File: src/rtl/rle_record_decoder_defines.svh
// Assertion macros shared by the run-length decoder RTL.
`ifndef RLE_RECORD_DECODER_DEFINES_SVH
`define RLE_RECORD_DECODER_DEFINES_SVH

// Check cons in the same cycle whenever ante holds.
`define RLE_ASSERT_NOW(label, ante, cons, msg) \
    label: assert property (@(posedge i_clk) disable iff (!i_rst_n) \
        (ante) |-> (cons)) else $error(msg);

// Check cons in the cycle after ante holds.
`define RLE_ASSERT_NEXT(label, ante, cons, msg) \
    label: assert property (@(posedge i_clk) disable iff (!i_rst_n) \
        (ante) |=> (cons)) else $error(msg);

`endif

File: src/rtl/rle_rd_pkg.sv
// Types and constants for the run-length record decoder.
`timescale 1ns / 1ps
package rle_rd_pkg;

    localparam int POSITION_BITS = 28;
    localparam int LEN_W         = 29;

    localparam logic [LEN_W-1:0] LEN_LIMIT   = LEN_W'(64'd1 << POSITION_BITS);
    localparam logic [31:0]      COUNT_MASK  = 32'h7fff_ffff;
    localparam logic [31:0]      REPEAT_FLAG = 32'h8000_0000;

    typedef enum logic [2:0] {
        PH_HEADER   = 3'd0,
        PH_COUNT    = 3'd1,
        PH_LITERAL  = 3'd2,
        PH_FILLBYTE = 3'd3,
        PH_DONE     = 3'd4,
        PH_FAILED   = 3'd5
    } t_phase;

    typedef enum logic [1:0] {
        KIND_LITERAL = 2'd0,
        KIND_FILL    = 2'd1,
        KIND_STATUS  = 2'd2
    } t_kind;

    typedef enum logic [2:0] {
        ERR_NONE      = 3'd0,
        ERR_HEADER    = 3'd1,
        ERR_ZERO      = 3'd2,
        ERR_TOO_LARGE = 3'd3,
        ERR_EARLY_END = 3'd4
    } t_error;

endpackage

File: src/rtl/rle_record_decoder.sv
// Streaming run-length record decoder: one encoded byte in, at most one result out.
`timescale 1ns / 1ps
`include "rle_record_decoder_defines.svh"

// rle_record_decoder takes one encoded byte per cycle while o_in_stall is low
// and shows its result, if any, in the cycle after; each byte's phase, count
// and position update is combinational. Results sit in an output register:
// a new byte is taken in the same cycle as the held result leaves, and
// o_in_stall is raised only when that register is full and the consumer
// stalls. Literal bytes come out as single-byte writes, a repeat
// record as one fill request (position, value, length). Writing the length
// register restarts the decoder; write it only while no request is pending.
// After finish or an error, further bytes are swallowed without a result.
module rle_record_decoder (
    input  logic                           i_clk,
    input  logic                           i_rst_n,
    input  logic                           i_cfg_valid,
    output logic                           o_cfg_ready,
    input  logic [rle_rd_pkg::LEN_W-1:0]   i_cfg_expected_length,
    input  logic                           i_in_valid,
    output logic                           o_in_stall,
    input  logic [7:0]                     i_code_byte,
    input  logic                           i_last_byte,
    output logic                           o_out_valid,
    input  logic                           i_out_stall,
    output logic [1:0]                     o_kind,
    output logic [rle_rd_pkg::POSITION_BITS-1:0] o_position,
    output logic [7:0]                     o_byte_value,
    output logic [rle_rd_pkg::LEN_W-1:0]   o_run_length,
    output logic                           o_finished,
    output logic [2:0]                     o_error_code
);
    import rle_rd_pkg::*;

    t_phase             r_phase, n_phase;
    logic [1:0]         r_byte_idx, n_byte_idx;
    logic [23:0]        r_word, n_word;
    logic [LEN_W-1:0]   r_wpos, n_wpos;
    logic [LEN_W-1:0]   r_left, n_left;
    logic [LEN_W-1:0]   r_exp;

    logic               r_out_valid;
    t_kind              r_kind;
    logic [POSITION_BITS-1:0] r_pos;
    logic [7:0]         r_val;
    logic [LEN_W-1:0]   r_run;
    logic               r_fin;
    t_error             r_err;

    logic               in_acc;
    logic               word_done;
    logic [31:0]        full_word;
    logic [31:0]        count;
    logic [LEN_W-1:0]   remaining;
    logic [LEN_W-1:0]   lit_pos;
    logic [LEN_W-1:0]   fill_pos;
    logic               active;
    t_error             err;
    t_kind              res_kind;
    logic [7:0]         res_val;
    logic [LEN_W-1:0]   res_run;
    logic               res_have;

    assign o_cfg_ready = 1'b1;
    assign o_in_stall  = r_out_valid & i_out_stall;
    assign in_acc      = i_in_valid & ~o_in_stall;

    assign word_done = (r_byte_idx == 2'd3);
    assign full_word = {i_code_byte, r_word};
    assign count     = full_word & COUNT_MASK;
    assign remaining = r_exp - r_wpos;
    assign lit_pos   = r_wpos + LEN_W'(1);
    assign fill_pos  = r_wpos + r_left;
    assign active    = (r_phase == PH_HEADER) || (r_phase == PH_COUNT) ||
                       (r_phase == PH_LITERAL) || (r_phase == PH_FILLBYTE);

    // Next state of the decoder for the byte on the input.
    always_comb begin
        n_phase    = r_phase;
        n_byte_idx = r_byte_idx;
        n_word     = r_word;
        n_wpos     = r_wpos;
        n_left     = r_left;
        err        = ERR_NONE;
        unique case (r_phase) inside
            PH_HEADER, PH_COUNT: begin
                n_byte_idx = r_byte_idx + 2'd1;
                unique case (r_byte_idx)
                    2'd0:    n_word[7:0]   = i_code_byte;
                    2'd1:    n_word[15:8]  = i_code_byte;
                    2'd2:    n_word[23:16] = i_code_byte;
                    default: n_word        = r_word;
                endcase
                if (word_done) begin
                    if (r_phase == PH_HEADER) begin
                        if (full_word != {3'b000, r_exp} || r_exp > LEN_LIMIT) begin
                            err = ERR_HEADER;
                        end else if (r_exp == '0) begin
                            n_phase = PH_DONE;
                        end else begin
                            n_phase = PH_COUNT;
                        end
                    end else begin
                        if (count == '0) begin
                            err = ERR_ZERO;
                        end else if (count > {3'b000, remaining}) begin
                            err = ERR_TOO_LARGE;
                        end else begin
                            n_left  = count[LEN_W-1:0];
                            n_phase = ((full_word & REPEAT_FLAG) != '0) ? PH_FILLBYTE
                                                                         : PH_LITERAL;
                        end
                    end
                end
            end
            PH_LITERAL: begin
                n_wpos = lit_pos;
                n_left = r_left - LEN_W'(1);
                if (r_left == LEN_W'(1)) begin
                    n_phase = (lit_pos >= r_exp) ? PH_DONE : PH_COUNT;
                end
            end
            PH_FILLBYTE: begin
                n_wpos  = fill_pos;
                n_left  = '0;
                n_phase = (fill_pos >= r_exp) ? PH_DONE : PH_COUNT;
            end
            default: begin
                n_phase = r_phase;
            end
        endcase
        if (err != ERR_NONE) begin
            n_phase = PH_FAILED;
        end else if (active && i_last_byte && n_phase != PH_DONE) begin
            err     = ERR_EARLY_END;
            n_phase = PH_FAILED;
        end
    end

    // Result request for the byte on the input.
    always_comb begin
        res_kind = KIND_STATUS;
        res_val  = 8'd0;
        res_run  = '0;
        res_have = 1'b0;
        unique case (r_phase)
            PH_HEADER: begin
                res_have = (n_phase == PH_DONE);
            end
            PH_LITERAL: begin
                res_kind = KIND_LITERAL;
                res_val  = i_code_byte;
                res_run  = LEN_W'(1);
                res_have = 1'b1;
            end
            PH_FILLBYTE: begin
                res_kind = KIND_FILL;
                res_val  = i_code_byte;
                res_run  = r_left;
                res_have = 1'b1;
            end
            default: begin
                res_have = 1'b0;
            end
        endcase
        if (err != ERR_NONE) begin
            res_have = 1'b1;
        end
    end

    always_ff @(posedge i_clk) begin
        if (!i_rst_n) begin
            r_phase    <= PH_HEADER;
            r_byte_idx <= 2'd0;
            r_word     <= '0;
            r_wpos     <= '0;
            r_left     <= '0;
            r_exp      <= '0;
        end else if (i_cfg_valid) begin
            // register write restarts the decode
            r_exp      <= i_cfg_expected_length;
            r_phase    <= PH_HEADER;
            r_byte_idx <= 2'd0;
            r_word     <= '0;
            r_wpos     <= '0;
            r_left     <= '0;
        end else if (in_acc) begin
            r_phase    <= n_phase;
            r_byte_idx <= n_byte_idx;
            r_word     <= n_word;
            r_wpos     <= n_wpos;
            r_left     <= n_left;
        end
    end

    always_ff @(posedge i_clk) begin
        if (!i_rst_n) begin
            r_out_valid <= 1'b0;
        end else if (in_acc && res_have) begin
            r_out_valid <= 1'b1;
        end else if (!i_out_stall) begin
            r_out_valid <= 1'b0;
        end
    end

    always_ff @(posedge i_clk) begin
        if (in_acc && res_have) begin
            r_kind <= res_kind;
            r_pos  <= r_wpos[POSITION_BITS-1:0];
            r_val  <= res_val;
            r_run  <= res_run;
            r_fin  <= (n_phase == PH_DONE);
            r_err  <= err;
        end
    end

    assign o_out_valid  = r_out_valid;
    assign o_kind       = r_kind;
    assign o_position   = r_pos;
    assign o_byte_value = r_val;
    assign o_run_length = r_run;
    assign o_finished   = r_fin;
    assign o_error_code = r_err;

    `RLE_ASSERT_NOW(a_wpos_in_range, 1'b1, r_wpos <= r_exp,
        "write position passed expected length")
    `RLE_ASSERT_NOW(a_record_nonempty,
        r_phase == PH_LITERAL || r_phase == PH_FILLBYTE, r_left != '0,
        "data phase with empty record")
    `RLE_ASSERT_NEXT(a_error_fails, in_acc && err != ERR_NONE && !i_cfg_valid,
        r_phase == PH_FAILED && o_out_valid && o_error_code == $past(err),
        "error did not move decoder to failed")
    `RLE_ASSERT_NEXT(a_finish_reported,
        in_acc && res_have && n_phase == PH_DONE && !i_cfg_valid,
        r_phase == PH_DONE && o_out_valid && o_finished,
        "finish not reported with done phase")

endmodule
File: config.mk
export PLATFORM = sky130hd
export DESIGN_NAME = rle_record_decoder
export DESIGN_NICKNAME = d
export VERILOG_FILES = /design/src/rtl/rle_rd_pkg.sv /design/src/rtl/rle_record_decoder.sv
export VERILOG_INCLUDE_DIRS = /design/src /design/src/rtl
export SDC_FILE = /design/constraint.sdc
export NUM_CORES = 1
export LEC_CHECK = 0
export BUFFER_PORTS_ARGS = -buffer_cell sky130_fd_sc_hd__buf_2
export CAP_MARGIN = 10
export CORE_MARGIN = 2
export CORE_UTILIZATION = 40
export DETAILED_ROUTE_END_ITERATION = 8
export SYNTH_ARGS = -nofsm -noshare
export SYNTH_HDL_FRONTEND = slang
export SYNTH_SLANG_ARGS = --single-unit
File: constraint.sdc
create_clock -name i_clk -period 21.9 [get_ports i_clk]
set_clock_uncertainty 0.05 [all_clocks]
set_input_delay 4.38 -clock i_clk [delete_from_list [all_inputs] [get_ports i_clk]]
set_output_delay 4.38 -clock i_clk [all_outputs]
set_load 0.02 [all_outputs]
==> flow_summary.yaml <==
critical_path:
  reg2reg_slack_ps: 15070
  cp-end-kind: "primary output"
  r2r_end: "o_position[0]$_DFFE_PP_"
  crit_required_ps: 17470
  arrival_ps: 4820
  worstPathMaxFanout: 4
  worst_r2r_startpoint: "r_left[1]$_SDFFE_PP0P_"
  worst_setup_path_start_kind: "primary input"
  worst_r2r_path_depth: 18
  critical_path_class: "in2out"
min_path:
  min_to: "r_left[27]$_SDFFE_PP0P_"
  holdCritStartpoint: "r_left[27]$_SDFFE_PP0P_"
  min_delay_path_depth: 2
  hold_path.class: "reg2reg"
floorplan:
  ioPinCount: 117
  fp.dieH_um: 190
  design.die.area_um2: 36200
  die_w_um: 190
  rows: 68
  core_area_um2: 34400
  start_util_pct: 40.4
global_routing:
  grt_pass1_wl_mm: 70.6
  grt_pass1_vias: 11832
  track_usage_pct: 25.7
  grt_max_degree: 64
  globalRouteOverflowTotal: 0
  antenna_found_initial: 2
layout:
  layout.cells.non_filler: 2120
  n_fill_cell: 3447
  synthToLayoutAreaGrowth_pct: 11.4
  drive_gt1_share_pct: 11.7
  finalNetCount: 1846
logic_synthesis:
  yosysTopAreaCell: "dfxtp_1"
  synth_seq_cells: 188
  yosysUniqueCellTypes: 90
  async_reset_ff_share_pct: 0
  yosysSeqAreaShare_pct: 32.2
  synth_edf_count: 71
  synth_ff_type: "dfxtp_1"
  yosys.area.top_type_share_pct: 16.9
  synth_area_leaders: "dfxtp_1, edfxtp_1, ha_1, xnor2_1, a21oi_1"
  syn_area_um2: 13900
  postSynthCellCount: 1560
  syn_nets: 1755
  yosysWarnings: 0
  avgSynthCellArea_um2: 8.90
sta:
  worst_pin_slew_ps: 990
  rsz0062_at_grt: "false"
  max_freq_mhz: 108
  setup_viol: 0
  hold_violations: 0
  slew_headroom_pct: 34.0
  setup_slack_ps: 12650
  fin_crit_ps: 9250
  fin_crit_sh_pct: 42.2
  drv_slew: 0
  holdWs_ps: 500
  setup_tns_ps: 0
cts:
  post_cts_resized: 0
  htreeDepth: 4
  clkSinkCount: 188
  clockBufferDepth: 2
  clock_latency_ps: 470
  cts_root_buf: "clkbuf_16"
  cts_tree: "yes"
  clkTransAtPathRegs_ps: 80
  post-cts-setup-buffers: 0
  holdBufCountCts: 0
  cts_buffers: 17
place:
  place_congestion: 0.957
  placed_cells: 2087
  pre_cts_ws_ps: 12660
  hpwl_mm: 34.9
  io_buffers: 115
power_and_ir_drop:
  seqPwrFrac_pct: 46.0
  ir_drop_mv: 0.0583
  power.switching_mw: 0.251
  power.internal_mw: 0.581
  power_density_nw_per_um2: 53.8
  total_power_mw: 0.832
  switching_share_pct: 30.2
  p_leak_nw: 6.38
  power_frac_comb_pct: 16.0
  clkPwrFrac_pct: 38.1
status:
  outcome: "finished clean"
routing:
  routedWlPerCell_um: 21.9
  ant_nets: 0
  drtIter0Drc: 1260
  totalWireLength_mm: 46.4
  detailroute.via_count: 12551
  drt_drc_violations_left: 0
  viasPerCell: 5.92
  dr.pass1.iters: 5
job:
  drv_cap: 0
-- cell families after synthesis --
kind of cell | after synthesis | share of synthesized area (%)
muxes | 56 | 4.04
and+or+nand+nor | 510 | 19.4
buffers and inverters | 149 | 4.32
AOI/OAI and AO/OA | 393 | 19.2
xor gates and xnor gates | 111 | 7.00
other | 1 | 0.0270
DFF | 188 | 32.2
adders and majority gates | 152 | 13.8
-- layout make-up --
cell class / count / area (µm²) / area share [%]
well taps: 455 / 569 / 3.68
clock inverters: 13 / 121 / 0.784
inverters: 94 / 353 / 2.28
diodes: 1 / 2.50 / 0.0162
clock buffers: 19 / 454 / 2.94
flip-flops and latches: 188 / 4470 / 28.9
repair buffers: 127 / 666 / 4.30
multi-input cells: 1223 / 8830 / 57.1
-- metal layers --
layer,track usage (%),part of all wire [%],vias to the layer above,wire [µm]
li1,-,-,6007,-
met1,35.1,45,5979,20900
met2,41.1,45,491,20900
met3,3.57,6.5,74,3030
met4,9.78,3.3,0,1520
met5,0,0,-,0
-- cell usage in the layout, fill, tap and decap left out, types with 10 or more instances in the layout --
cell and instances:
xnor2_1 83, dfxtp_1 117, nand3_1 32, o21a_1 11, and3_1 53, nand4_1 30, a31oi_1 17, nor2b_1 41
mux2i_1 56, clkbuf_16 18, ha_1 150, a21o_1 20, buf_4 12, o21ai_0 66, xor2_1 28, o31ai_1 10
nand2b_1 12, inv_1 93, or3_1 12, nor2_1 115, a211oi_1 21, nor3_1 57, a21oi_1 121, buf_2 115
nand2_1 86, edfxtp_1 71, a221oi_1 10, nor4_1 26, o211ai_1 16
-- power groups by stage --
stage	clock network, mW	registers, mW	logic, mW
2_1_floorplan	0	0.392	0.0897
3_3_place_gp	0	0.390	0.129
3_5_place_dp	0	0.390	0.131
4_1_cts	0.323	0.382	0.132
5_1_grt	0.334	0.383	0.148
6_report	0.317	0.382	0.133
-- state kept, by name (all words and copies together), names as in the netlist --
register,cells
o_position,28
r_phase,3
r_byte_idx,2
r_exp,29
o_byte_value,8
o_out_valid,1
o_run_length,29
r_wpos,29
o_finished,1
r_word,24
r_left,29
o_kind,2
o_error_code,3
-- how the worst max path moves through the flow --
| stage | start | to | slack (ps) |
|---|---|---|---|
| 6_report | i_out_stall | o_in_stall | 12650 |
| 4_1_cts | i_out_stall | o_in_stall | 12660 |
| 2_1_floorplan | i_code_byte[0] | o_byte_value[0]$_SDFFCE_PP0P_ | 11640 |
| 5_1_grt | i_out_stall | o_in_stall | 12610 |
| 3_5_place_dp | i_out_stall | o_in_stall | 12660 |
| 3_3_place_gp | i_out_stall | o_in_stall | 12650 |
-- per-stage QoR --
step	util [%]	area [µm²]
2_1_floorplan	-	13900
3_3_place_gp	43.3	14900
3_5_place_dp	43.3	14900
4_1_cts	45.0	15500
5_1_grt	45.0	15500
6_report	45.0	15500
-- worst max-delay path, cell delays in order --
cell     delay [ps]
buf_2           100
nand2_1         120
inv_1            70
buf_2           160
-- synth_stat cells, types with 32 or more instances --
library cell / number
ha_1: 150
a21oi_1: 121
dfxtp_1: 117
nor2_1: 116
inv_1: 93
nand2_1: 86
xnor2_1: 83
edfxtp_1: 71
o21ai_0: 66
nor3_1: 57
mux2i_1: 56
and3_1: 53
clkbuf_1: 42
nor2b_1: 41
nand3_1: 32
Power figures use the tool's default switching activity.
